## src/rtl/smt_pkg.sv

```systemverilog
// Shared constants, codes and types of the subscription match table.
`timescale 1ns / 1ps
package smt_pkg;

  localparam int SLOT_COUNT      = 32;
  localparam int TOPIC_COUNT     = 16;
  localparam int PER_TOPIC_LIMIT = 8;
  localparam int MAX_RESULTS     = 8;

  localparam int KEY_W   = 24;
  localparam int ID_W    = 32;
  localparam int DEAD_W  = 6;
  localparam int THR_W   = 6;
  localparam int LIVE_W  = 6;
  localparam int STAT_W  = 3;

  localparam int SLOT_IDX_W = (SLOT_COUNT > 1) ? $clog2(SLOT_COUNT) : 1;
  localparam int LIVE_CNT_W = $clog2(SLOT_COUNT + 1);
  localparam int KEY_CNT_W  = $clog2(SLOT_COUNT + PER_TOPIC_LIMIT + 1);
  localparam int RES_IDX_W  = (MAX_RESULTS > 1) ? $clog2(MAX_RESULTS) : 1;
  localparam int RES_CNT_W  = $clog2(MAX_RESULTS + 1);

  localparam logic [DEAD_W-1:0] DEAD_MAX  = '1;
  localparam logic [THR_W-1:0]  THR_RESET = THR_W'(4);

  typedef enum logic [1:0] {
    REQ_SUBSCRIBE   = 2'd0,
    REQ_EMIT        = 2'd1,
    REQ_UNSUBSCRIBE = 2'd2,
    REQ_CLEAR       = 2'd3
  } req_t;

  typedef enum logic [STAT_W-1:0] {
    STAT_OK              = 3'd0,
    STAT_TOPICS_FULL     = 3'd1,
    STAT_TOPIC_SUBS_FULL = 3'd2,
    STAT_SLOTS_FULL      = 3'd3,
    STAT_ID_NOT_LIVE     = 3'd4,
    STAT_NO_MATCH        = 3'd5
  } stat_t;

  typedef enum logic [2:0] {
    S_IDLE,
    S_START,
    S_SCAN,
    S_POST,
    S_WRITE,
    S_COMPACT,
    S_PRUNE,
    S_OUT
  } state_t;

  typedef struct packed {
    logic [ID_W-1:0]  ident;
    logic [KEY_W-1:0] key;
    logic             live;
  } slot_t;

  typedef struct packed {
    logic shift;
    logic clear;
  } ring_ctl_t;

  typedef struct packed {
    logic             clear;
    logic             keep_reset;
    logic             mark;
    logic             prune;
    logic [KEY_W-1:0] probe_key;
    logic [KEY_W-1:0] mark_key;
  } topic_ctl_t;

endpackage

```

## src/rtl/smt_slot_cell.sv

```systemverilog
// One subscription slot of the rotating slot ring.
`timescale 1ns / 1ps
module smt_slot_cell
  import smt_pkg::*;
(
  input  logic      clk,
  input  logic      rst,
  input  ring_ctl_t ctl,
  input  slot_t     d,
  output slot_t     q
);

  always_ff @(posedge clk) begin
    if (rst || ctl.clear) begin
      q <= '0;
    end else if (ctl.shift) begin
      q <= d;
    end
  end

endmodule

```

## config.mk

```make
export PLATFORM = sky130hd
export DESIGN_NAME = smt_slot_cell
export DESIGN_NICKNAME = d
export VERILOG_FILES = /design/src/rtl/smt_pkg.sv /design/src/rtl/smt_slot_cell.sv
export SDC_FILE = /design/constraint.sdc
export NUM_CORES = 1
export LEC_CHECK = 0
export BUFFER_PORTS_ARGS = -buffer_cell sky130_fd_sc_hd__buf_2
export CORE_ASPECT_RATIO = 2
export CORE_MARGIN = 2
export CORE_UTILIZATION = 40
export CTS_CLUSTER_SIZE = 12
export DETAILED_ROUTE_END_ITERATION = 6
export HOLD_SLACK_MARGIN = 0.06
export PLACE_DENSITY = 0.76
export SYNTH_ARGS = -nofsm -noshare
export SYNTH_HDL_FRONTEND = slang
export SYNTH_SLANG_ARGS = --single-unit
```

## constraint.sdc

```tcl
create_clock -name clk -period 1.1 [get_ports clk]
set_clock_uncertainty 0.2 [all_clocks]
set_input_delay 0.22 -clock clk [delete_from_list [all_inputs] [get_ports clk]]
set_output_delay 0.22 -clock clk [all_outputs]
set_load 0.005 [all_outputs]
```

Yosys cells after proc, flatten, opt, wreduce, memory -nomap -nowiden
Cells that the tools add are included.
{"block": "word_totals", "regBits": 57, "in_bits": 61, "output_inout_bits": 57, "word_cells": 4}
{"block": "classes", "reduce_logical": 1}
{"cell": "$logic_or A1 B1 Y1", "n": 1}

Longest topological paths before layout
{"block": "depth", "ltp_word": 1, "ltp_mapped": 5, "ltp_nobuf": 2}

Worst setup path before layout
No wires, ideal clock.
{"block": "synth_path", "kind": "input-to-reg", "from": "in ctl[1] (netlist bit)", "to": "reg q[23] (netlist bit)", "setup_time_ps": 114, "t_arrival_ps": 783, "required_time_ps": 786, "setup_slack_ps": 2, "path_stages": 5, "n_path_buf": 3, "cell_sequence": "buf_6 > buf_12 > buf_12 > mux2i_1 > nor2_1"}
{"item": "start: declaration", "line": "smt_slot_cell.sv:8", "text": "input ring_ctl_t ctl,"}
{"item": "end signal: assignment", "line": "smt_slot_cell.sv:15", "text": "q <= '0;"}
{"item": "end signal: assignment", "line": "smt_slot_cell.sv:17", "text": "q <= d;"}
{"item": "end: declaration", "line": "smt_slot_cell.sv:10", "text": "output slot_t q"}

Worst setup path after layout
{"block": "layout_path", "from": "reg q[30] (netlist bit)", "to": "out q[30] (netlist bit)"}
No word-level cell between the ends.

==> results.tsv <==
metric	value	unit
min_from	d[9]	
grt_pass1_wl	8.71	mm
fmax	0.830	GHz
setup_viol	59	
maxSlewViolCount	0	
dieArea	5860	um2
holdWs	0.170	ns
clock_path_buffers	2	
outcome	complete, but fails checks	
cts.clk_slew.worst_paths	0.07	ns
syn_avg_cell_area	11.3	um2
cts_buffers	9	
synth_fp_nets	246	
wl_per_cell	14.4	um
slew_headroom	87.6	%
total_power	4.73	mW
initial_core_util	41.1	%
power_density	1280	nW/um2
dpl_cell_area	2670	um2
drv_cap	0	
hold_class	in -> reg	
fp.dieW	55.1	um
violations	setup timing	
gp_congestion	0.710	
fillers	366	
areaGrowthSynthToFinish	76.8	%
yosysTopAreaCell	dfxtp_1	
r2r_start	q[32]	
pin_count	118	
antenna_left	0	
pre_cts_ws	-0.126	ns
slowest_stage	dfxtp_2	
overflow	0	
drt_iter0_drc	50	
synth_top_area_share	54.6	%
drive_above_1_share	53.0	%
final_area	3700	um2
peakVddDrop	1.04	mV
required	0.68	ns
fin_crit	1.21	ns
ys_top_cells_by_area	dfxtp_1, mux2i_1, nor2_1	
nNetsFinal	426	
slowest_delay	0.34	ns
htree_levels	3	
die_h	106	um
largestRegisters	q: 57 flops	
arrival	0.79	ns
ys_ff_latch	57	
core.rowCount	37	
largest_reg_flops	57	
netlist_instances	185	
via_per_inst	4.68	
clk_latency	0.32	ns
cts_sinks	57	
cts_tree	yes	
diodes	0	
core	5090	um2
grt_usage	21.3	%
hold_viol_final	0	
grt_pass1_vias	2000	
yosysWarnings	0	
regMostFlops	q	
io_buffers	117	
firstDrtPassIters	4	
vias	2001	
drc	0	
fin_crit_sh	110	%
antenna_found_initial	0	
grt_max_degree	33	
tightest_slew	0.180	ns
synth_cell_type_count	8	
end_kind	output pin	
tns	-4.46	ns
worst-path-buf-inv	1	
crit_type	reg -> out	
dp_hpwl	3.39	mm
leakage	1.89	nW
wirelength	6.16	mm
path_delay_family	flip-flops	
root_buffer	clkbuf_8	
critPathLaunchType	flip-flop	
cp_max_fo	2	
rsz0062_at_grt	true	
worstSetupStartpoint	q[30]	
crit_chain	buf_2	
final.setup.worst_slack	-0.105	ns
syn_area	2090	um2
ys_seq_area_share	54.6	%
## power breakdown
| part | internal [mW] | switching (mW) |
|---|---|---|
| Clock | 1.10 | 0.767 |
| Sequential | 2.15 | 0.0427 |
| Combinational | 0.422 | 0.244 |
## synthesized netlist by cell type, drive strengths merged
| library cell | count |
|---|---|
| dfxtp | 57 |
| mux2i | 57 |
| nor2 | 57 |
| buf | 11 |
| clkbuf | 2 |
| or2 | 1 |
## area by class of cell
type / count / area, um2 / area share, %
timing repair buffer: 182 / 1430 / 38.7
clock buffer: 13 / 149 / 4.03
clock inverter: 3 / 40.0 / 1.08
sequential: 57 / 1210 / 32.8
tap: 58 / 72.6 / 1.96
multi-input combinational: 115 / 791 / 21.4
## cell families (layout without fill, tap and decap cells)
group         count (synthesis)  count (layout)  synth area share [%]
mux                          57              57                  27.3
buf+inv                      13             198                  7.60
simple gates                 58              58                  10.5
flops                        57              57                  54.6
## what timing repair did
| action | 4_1_cts | 5_1_grt |
|---|---|---|
| setup endpoints to repair | 57 | 61 |
| setup buffers | 4 | 2 |
| hold endpoints to repair | 57 | 0 |
| hold buffers | 57 | 0 |
| resized for setup | 53 | 32 |
| pin swaps | 0 | 4 |
## per-stage QoR
step / utilization (%) / cells
final: 72.6 / 428
after global routing: 72.6 / 428
after CTS: 69.4 / 428
after detailed placement: 52.5 / 351
after global placement: 52.5 / 351
after floorplan: - / 185
## path summary, 6_finish.rpt
check                             end  slack, ns  depth (start not counted)
worst max-delay path            q[30]      -0.11                          1
worst min register to register   q[4]       0.28                          2
worst max register to register  q[32]       0.13                          3
worst min-delay path             q[9]       0.17                          4
## routing by layer
metal  global-route usage (%)  routed length (um)
met1                     19.5                2030
met2                     36.1                3590
met3                     7.02                 246
met4                     15.3                 289
met5                        0                   0
## cell usage in the layout, fill, tap and decap left out
master,netlist,layout
buf_6,5,25
clkbuf_8,0,10
dlymetal6s4s_1,0,3
clkbuf_1,2,3
buf_4,2,5
buf_2,0,91
dfxtp_2,0,57
clkinv_2,0,2
buf_12,4,4
or2_2,0,1
mux2i_1,57,57
nor2_1,57,57
bufinv_16,0,1
dlygate4sd3_1,0,54
No activity file was read; power rests on OpenSTA's default activity.
