===== src/rtl/smt_pkg.sv =====
// Shared constants, codes and types of the subscription match table.
`timescale 1ns / 1ps
package smt_pkg;

  localparam int SLOT_COUNT      = 32;
  localparam int TOPIC_COUNT     = 16;
  localparam int PER_TOPIC_LIMIT = 8;
  localparam int MAX_RESULTS     = 8;

  localparam int KEY_W   = 24;
  localparam int ID_W    = 32;
  localparam int DEAD_W  = 6;
  localparam int THR_W   = 6;
  localparam int LIVE_W  = 6;
  localparam int STAT_W  = 3;

  localparam int SLOT_IDX_W = (SLOT_COUNT > 1) ? $clog2(SLOT_COUNT) : 1;
  localparam int LIVE_CNT_W = $clog2(SLOT_COUNT + 1);
  localparam int KEY_CNT_W  = $clog2(SLOT_COUNT + PER_TOPIC_LIMIT + 1);
  localparam int RES_IDX_W  = (MAX_RESULTS > 1) ? $clog2(MAX_RESULTS) : 1;
  localparam int RES_CNT_W  = $clog2(MAX_RESULTS + 1);

  localparam logic [DEAD_W-1:0] DEAD_MAX  = '1;
  localparam logic [THR_W-1:0]  THR_RESET = THR_W'(4);

  typedef enum logic [1:0] {
    REQ_SUBSCRIBE   = 2'd0,
    REQ_EMIT        = 2'd1,
    REQ_UNSUBSCRIBE = 2'd2,
    REQ_CLEAR       = 2'd3
  } req_t;

  typedef enum logic [STAT_W-1:0] {
    STAT_OK              = 3'd0,
    STAT_TOPICS_FULL     = 3'd1,
    STAT_TOPIC_SUBS_FULL = 3'd2,
    STAT_SLOTS_FULL      = 3'd3,
    STAT_ID_NOT_LIVE     = 3'd4,
    STAT_NO_MATCH        = 3'd5
  } stat_t;

  typedef enum logic [2:0] {
    S_IDLE,
    S_START,
    S_SCAN,
    S_POST,
    S_WRITE,
    S_COMPACT,
    S_PRUNE,
    S_OUT
  } state_t;

  typedef struct packed {
    logic [ID_W-1:0]  ident;
    logic [KEY_W-1:0] key;
    logic             live;
  } slot_t;

  typedef struct packed {
    logic shift;
    logic clear;
  } ring_ctl_t;

  typedef struct packed {
    logic             clear;
    logic             keep_reset;
    logic             mark;
    logic             prune;
    logic [KEY_W-1:0] probe_key;
    logic [KEY_W-1:0] mark_key;
  } topic_ctl_t;

endpackage


===== src/rtl/smt_topic_cell.sv =====
// One topic entry with key compare, compaction keep flag and claim.
`timescale 1ns / 1ps
module smt_topic_cell
  import smt_pkg::*;
(
  input  logic       clk,
  input  logic       rst,
  input  topic_ctl_t ctl,
  input  logic       claim,
  output logic       hit,
  output logic       is_free,
  output logic       free_after_prune
);

  logic             in_use;
  logic             keep;
  logic [KEY_W-1:0] key;

  assign hit              = in_use && (key == ctl.probe_key);
  assign is_free          = !in_use;
  assign free_after_prune = !(in_use && keep);

  always_ff @(posedge clk) begin
    if (rst || ctl.clear) begin
      in_use <= 1'b0;
      keep   <= 1'b0;
      key    <= '0;
    end else begin
      if (ctl.keep_reset) begin
        keep <= 1'b0;
      end else if (ctl.mark && in_use && (key == ctl.mark_key)) begin
        keep <= 1'b1;
      end
      if (claim) begin
        in_use <= 1'b1;
        key    <= ctl.probe_key;
      end else if (ctl.prune && !keep) begin
        in_use <= 1'b0;
      end
    end
  end

endmodule


===== config.mk =====
export PLATFORM = sky130hd
export DESIGN_NAME = smt_topic_cell
export DESIGN_NICKNAME = d
export VERILOG_FILES = /design/src/rtl/smt_pkg.sv /design/src/rtl/smt_topic_cell.sv
export SDC_FILE = /design/constraint.sdc
export NUM_CORES = 1
export LEC_CHECK = 0
export BUFFER_PORTS_ARGS = -buffer_cell sky130_fd_sc_hd__buf_2
export CAP_MARGIN = 20
export CORE_MARGIN = 2
export CORE_UTILIZATION = 39
export DETAILED_ROUTE_END_ITERATION = 6
export PLACE_DENSITY = 0.7
export SLEW_MARGIN = 20
export SYNTH_ARGS = -nofsm -noshare
export SYNTH_HDL_FRONTEND = slang
export SYNTH_SLANG_ARGS = --single-unit

===== constraint.sdc =====
create_clock -name clk -period 2.6 [get_ports clk]
set_input_delay 0.13 -clock clk [delete_from_list [all_inputs] [get_ports clk]]
set_output_delay 0.13 -clock clk [all_outputs]
set_load 0.01 [all_outputs]

# Word-level counts from Yosys, hierarchy flattened
# Index checks and enable logic that the tools add are counted.
dict set report word_totals {
  ff_bits 26
  latchBits 0
  ramBits 0
  mem_bits_ro 0
  in_bits 55
  output_inout_bits 3
  elab_cells 18
  mem_count 0
}
dict set report op_classes {
  addsub 0
  mul 0
  div_mod_pow 0
  magnitude_cmp 0
  n_eq_ne 2
  n_shift 0
  mux 2
  n_bitwise 0
  reduce_logical 11
}
# op n
set op_table {}
lappend op_table {{24-bit == test} 2}
lappend op_table {{1-bit logical AND} 5}
lappend op_table {{1-bit logical NOT} 3}
lappend op_table {{1-bit 2-to-1 mux} 2}
lappend op_table {{2-bit nonzero test} 1}
lappend op_table {{2-bit OR reduction} 1}
lappend op_table {{1-bit logical OR} 1}

# Logic depth before layout (Yosys ltp)
dict set report logic_depth {
  ltp_word 4
  mapped_depth 4
  depth_no_buf 4
}

# Least setup slack after synthesis
# No wires, ideal clock.
dict set report synth_path {
  kind {reg-to-output}
  from {register key[20]}
  to {output hit}
  t_arrival_ps 1151
  required_ps 2470
  setup_slack_ps 1319
  stages_incl_launch_ff 5
  n_path_buf 0
  path_cell_list {dfxtp_1 -> xor2_1 -> nor4_1 -> nand3_1 -> nor4_2}
}
dict set report synth_between {
  elab_chain_cells 2
}
# item line_no
set synth_lines {}
lappend synth_lines {{start, declared} smt_topic_cell.sv:17} ;# logic [KEY_W-1:0] key;
lappend synth_lines {{start signal, assigned} smt_topic_cell.sv:36} ;# key <= ctl.probe_key;
lappend synth_lines {{24-bit == test} smt_topic_cell.sv:19} ;# assign hit = in_use && (key == ctl.probe_key);
lappend synth_lines {{1-bit logical AND} smt_topic_cell.sv:19}
lappend synth_lines {{end, declared} smt_topic_cell.sv:10} ;# output logic hit,
# Every way passes these cells.

# Worst setup path after layout
dict set report layout_path {
  from {register key[18]}
  to {output hit}
}
# Same word-level chain as after synthesis.

==> reports/results.ini <==
[worst_setup_path]
path_buf_inv = 1
crit_fanout = 3
crit_required_ps = 2470
cp_top_family = simple AND/OR/NAND/NOR gates
crit_path_start_kind = register
critical-path-max-stage-delay_ps = 360
crit_cells = 5
slowest_stage = nor4_1
path_cells = xor2_1 > nor4_1 > nand3_1 > nor4_2 > buf_2
arrival_ps = 1620
critPathKind = reg2out
critPathCaptureType = primary output
r2r_cells = 4

[sta]
whs_ps = 118
fin_ws_ps = 846
clock_skew_ps = 1.35
setup_viol = 0
min_period_over_period_pct = 67.5
maxSlewViolCount = 0
slew_headroom_pct = 50.6
rsz0062_at_grt = no
fmax_mhz = 570
min_period_ps = 1750
worstMarginPinSlew_ps = 741
finalSetupTns_ps = 0
finalHoldViolCount = 0

[cells_and_area]
drive_above_1_share_pct = 30.1
layout-area-overhead-vs-synth_pct = 25.5
final_util_pct = 50.3
fin_cells = 257
fillers = 386
finalNetCount = 265
n_antenna_cell = 0
fin_area_um2 = 1830

[grt]
antenna_found_initial = 0
gr-total-overflow = 0
grt_max_degree = 26
grt_pass1_vias = 1170
grt_pass1_wl_mm = 5.05
grtUsageTotal_pct = 15.7

[run]
maxCapViolCount = 0

[clock_tree]
path_clk_slew_ps = 90
root_buffer = clkbuf_8
ctsResizeCount = 0
clock_latency_ps = 270
ctsHoldBuffers = 0
clock-sinks = 26
cts_tree = built
cts_buffers = 3
cts.htree.levels = 1
cts_setup_buffers = 0
clk_path_buf_depth = 2

[floorplan]
die-area_um2 = 4240
ioPinCount = 58
fp.dieH_um = 65.1
row_count = 22
die_w_um = 65.1
core_area_um2 = 3630
start_util_pct = 40.0

[hold_path]
holdPathStages = 3
holdCritPathClass = in2reg

[place]
placedCellCount = 253
pre_cts_slack_ps = 1170
port_buffers = 57
place.gp.congestion = 0.831
place_hpwl_mm = 2.49
post_dp_cell_area_um2 = 1770

[route]
vias = 1181
drt-pass1-iter-count = 4
wl_mm = 3.12
drtIter0Drc = 66
drt-wirelength-per-cell_um = 12.2
ant_nets = 0
detail_route.vias_per_cell = 4.60
drc_errors = 0

[logic_synthesis]
syn_nets = 209
syn_area_um2 = 1460
syn_area_per_cell_um2 = 9.45
seq_area_frac_synth_pct = 35.8
ys_types = 18
synth_cells = 154
yosys_warnings = 0
ys_seq_elements = 26

[outcome]
status = finished, final reports clean

[pwr]
pwr_density_cell_nw_per_um2 = 460
leakagePower_nw = 0.802
total_power_mw = 0.841
vdd_drop_max_mv = 0.424

## power breakdown
part	internal, mW	switching, mW	leakage [nW]
logic	0.0865	0.0711	0.561
registers	0.411	0.0136	0.212
clock network	0.135	0.123	0.0288
total	0.633	0.208	0.802
## cells in the mapped netlist
library cell | count | share of area, %
a21oi_1 | 1 | 0.34
a22o_1 | 1 | 0.60
buf_2 | 5 | 1.7
clkbuf_1 | 1 | 0.26
dfxtp_1 | 26 | 36
inv_1 | 1 | 0.26
mux2i_1 | 24 | 17
nand2_1 | 1 | 0.26
nand2b_1 | 1 | 0.43
nand3_1 | 3 | 1.0
nand4_1 | 8 | 3.4
nor2_1 | 25 | 6.4
nor3_1 | 3 | 1.0
nor4_1 | 4 | 1.7
nor4_2 | 1 | 0.86
or2_2 | 1 | 0.43
xnor2_1 | 33 | 20
xor2_1 | 15 | 9.0
## worst reg2reg max path, stage by stage (launching register included)
cell,delay [ps]
dfxtp_1,420
xnor2_1,170
nand4_1,140
nor4_1,300
a22o_1,160
## metal layers
metal,global-route usage [%],routed length (um)
met1,19.8,1350
met2,26.5,1530
met3,4.69,205
met4,3.39,34
met5,0,0
## area by class of cell
class	instances	area, um2	share of cell area (%)
inverter	1	3.75	0.205
tap	48	60.1	3.29
multi-input combinational	121	902	49.4
sequential	26	520	28.5
timing repair buffer	57	285	15.6
clock buffer	4	55.1	3.01
## cells by family after synthesis
kind of cell / share of synthesized area (%)
AO/OA/AOI/OAI: 0.946
XOR/XNOR: 28.9
buffers and inverters: 2.23
flip-flops: 35.8
multiplexers: 16.5
AND/OR/NAND/NOR: 15.6
## sequential cells by signal, summed over array words and instances (netlist names)
| name | flops |
|---|---|
| in_use | 1 |
| key | 24 |
| keep | 1 |
## worst paths after layout
| path | startpoint | to | slack [ps] |
|---|---|---|---|
| setup / recovery | key[18] | hit | 850 |
| hold / removal | ctl[38] | key[14] | 120 |
| setup reg to reg | key[7] | keep | 1370 |
| hold reg to reg | keep | keep | 530 |
## cell usage in the layout, fill, tap and decap left out
cell / instances
xor2_1: 15
inv_1: 1
xnor2_1: 33
nor2_1: 25
clkbuf_8: 4
a21oi_1: 1
or2_2: 1
nand3_1: 3
nor3_1: 3
a22o_1: 1
nand4_1: 8
mux2i_1: 24
nor4_2: 1
nand2_1: 1
nand2b_1: 1
buf_2: 57
dfxtp_1: 26
nor4_1: 4
Power figures use the tool's default switching activity.
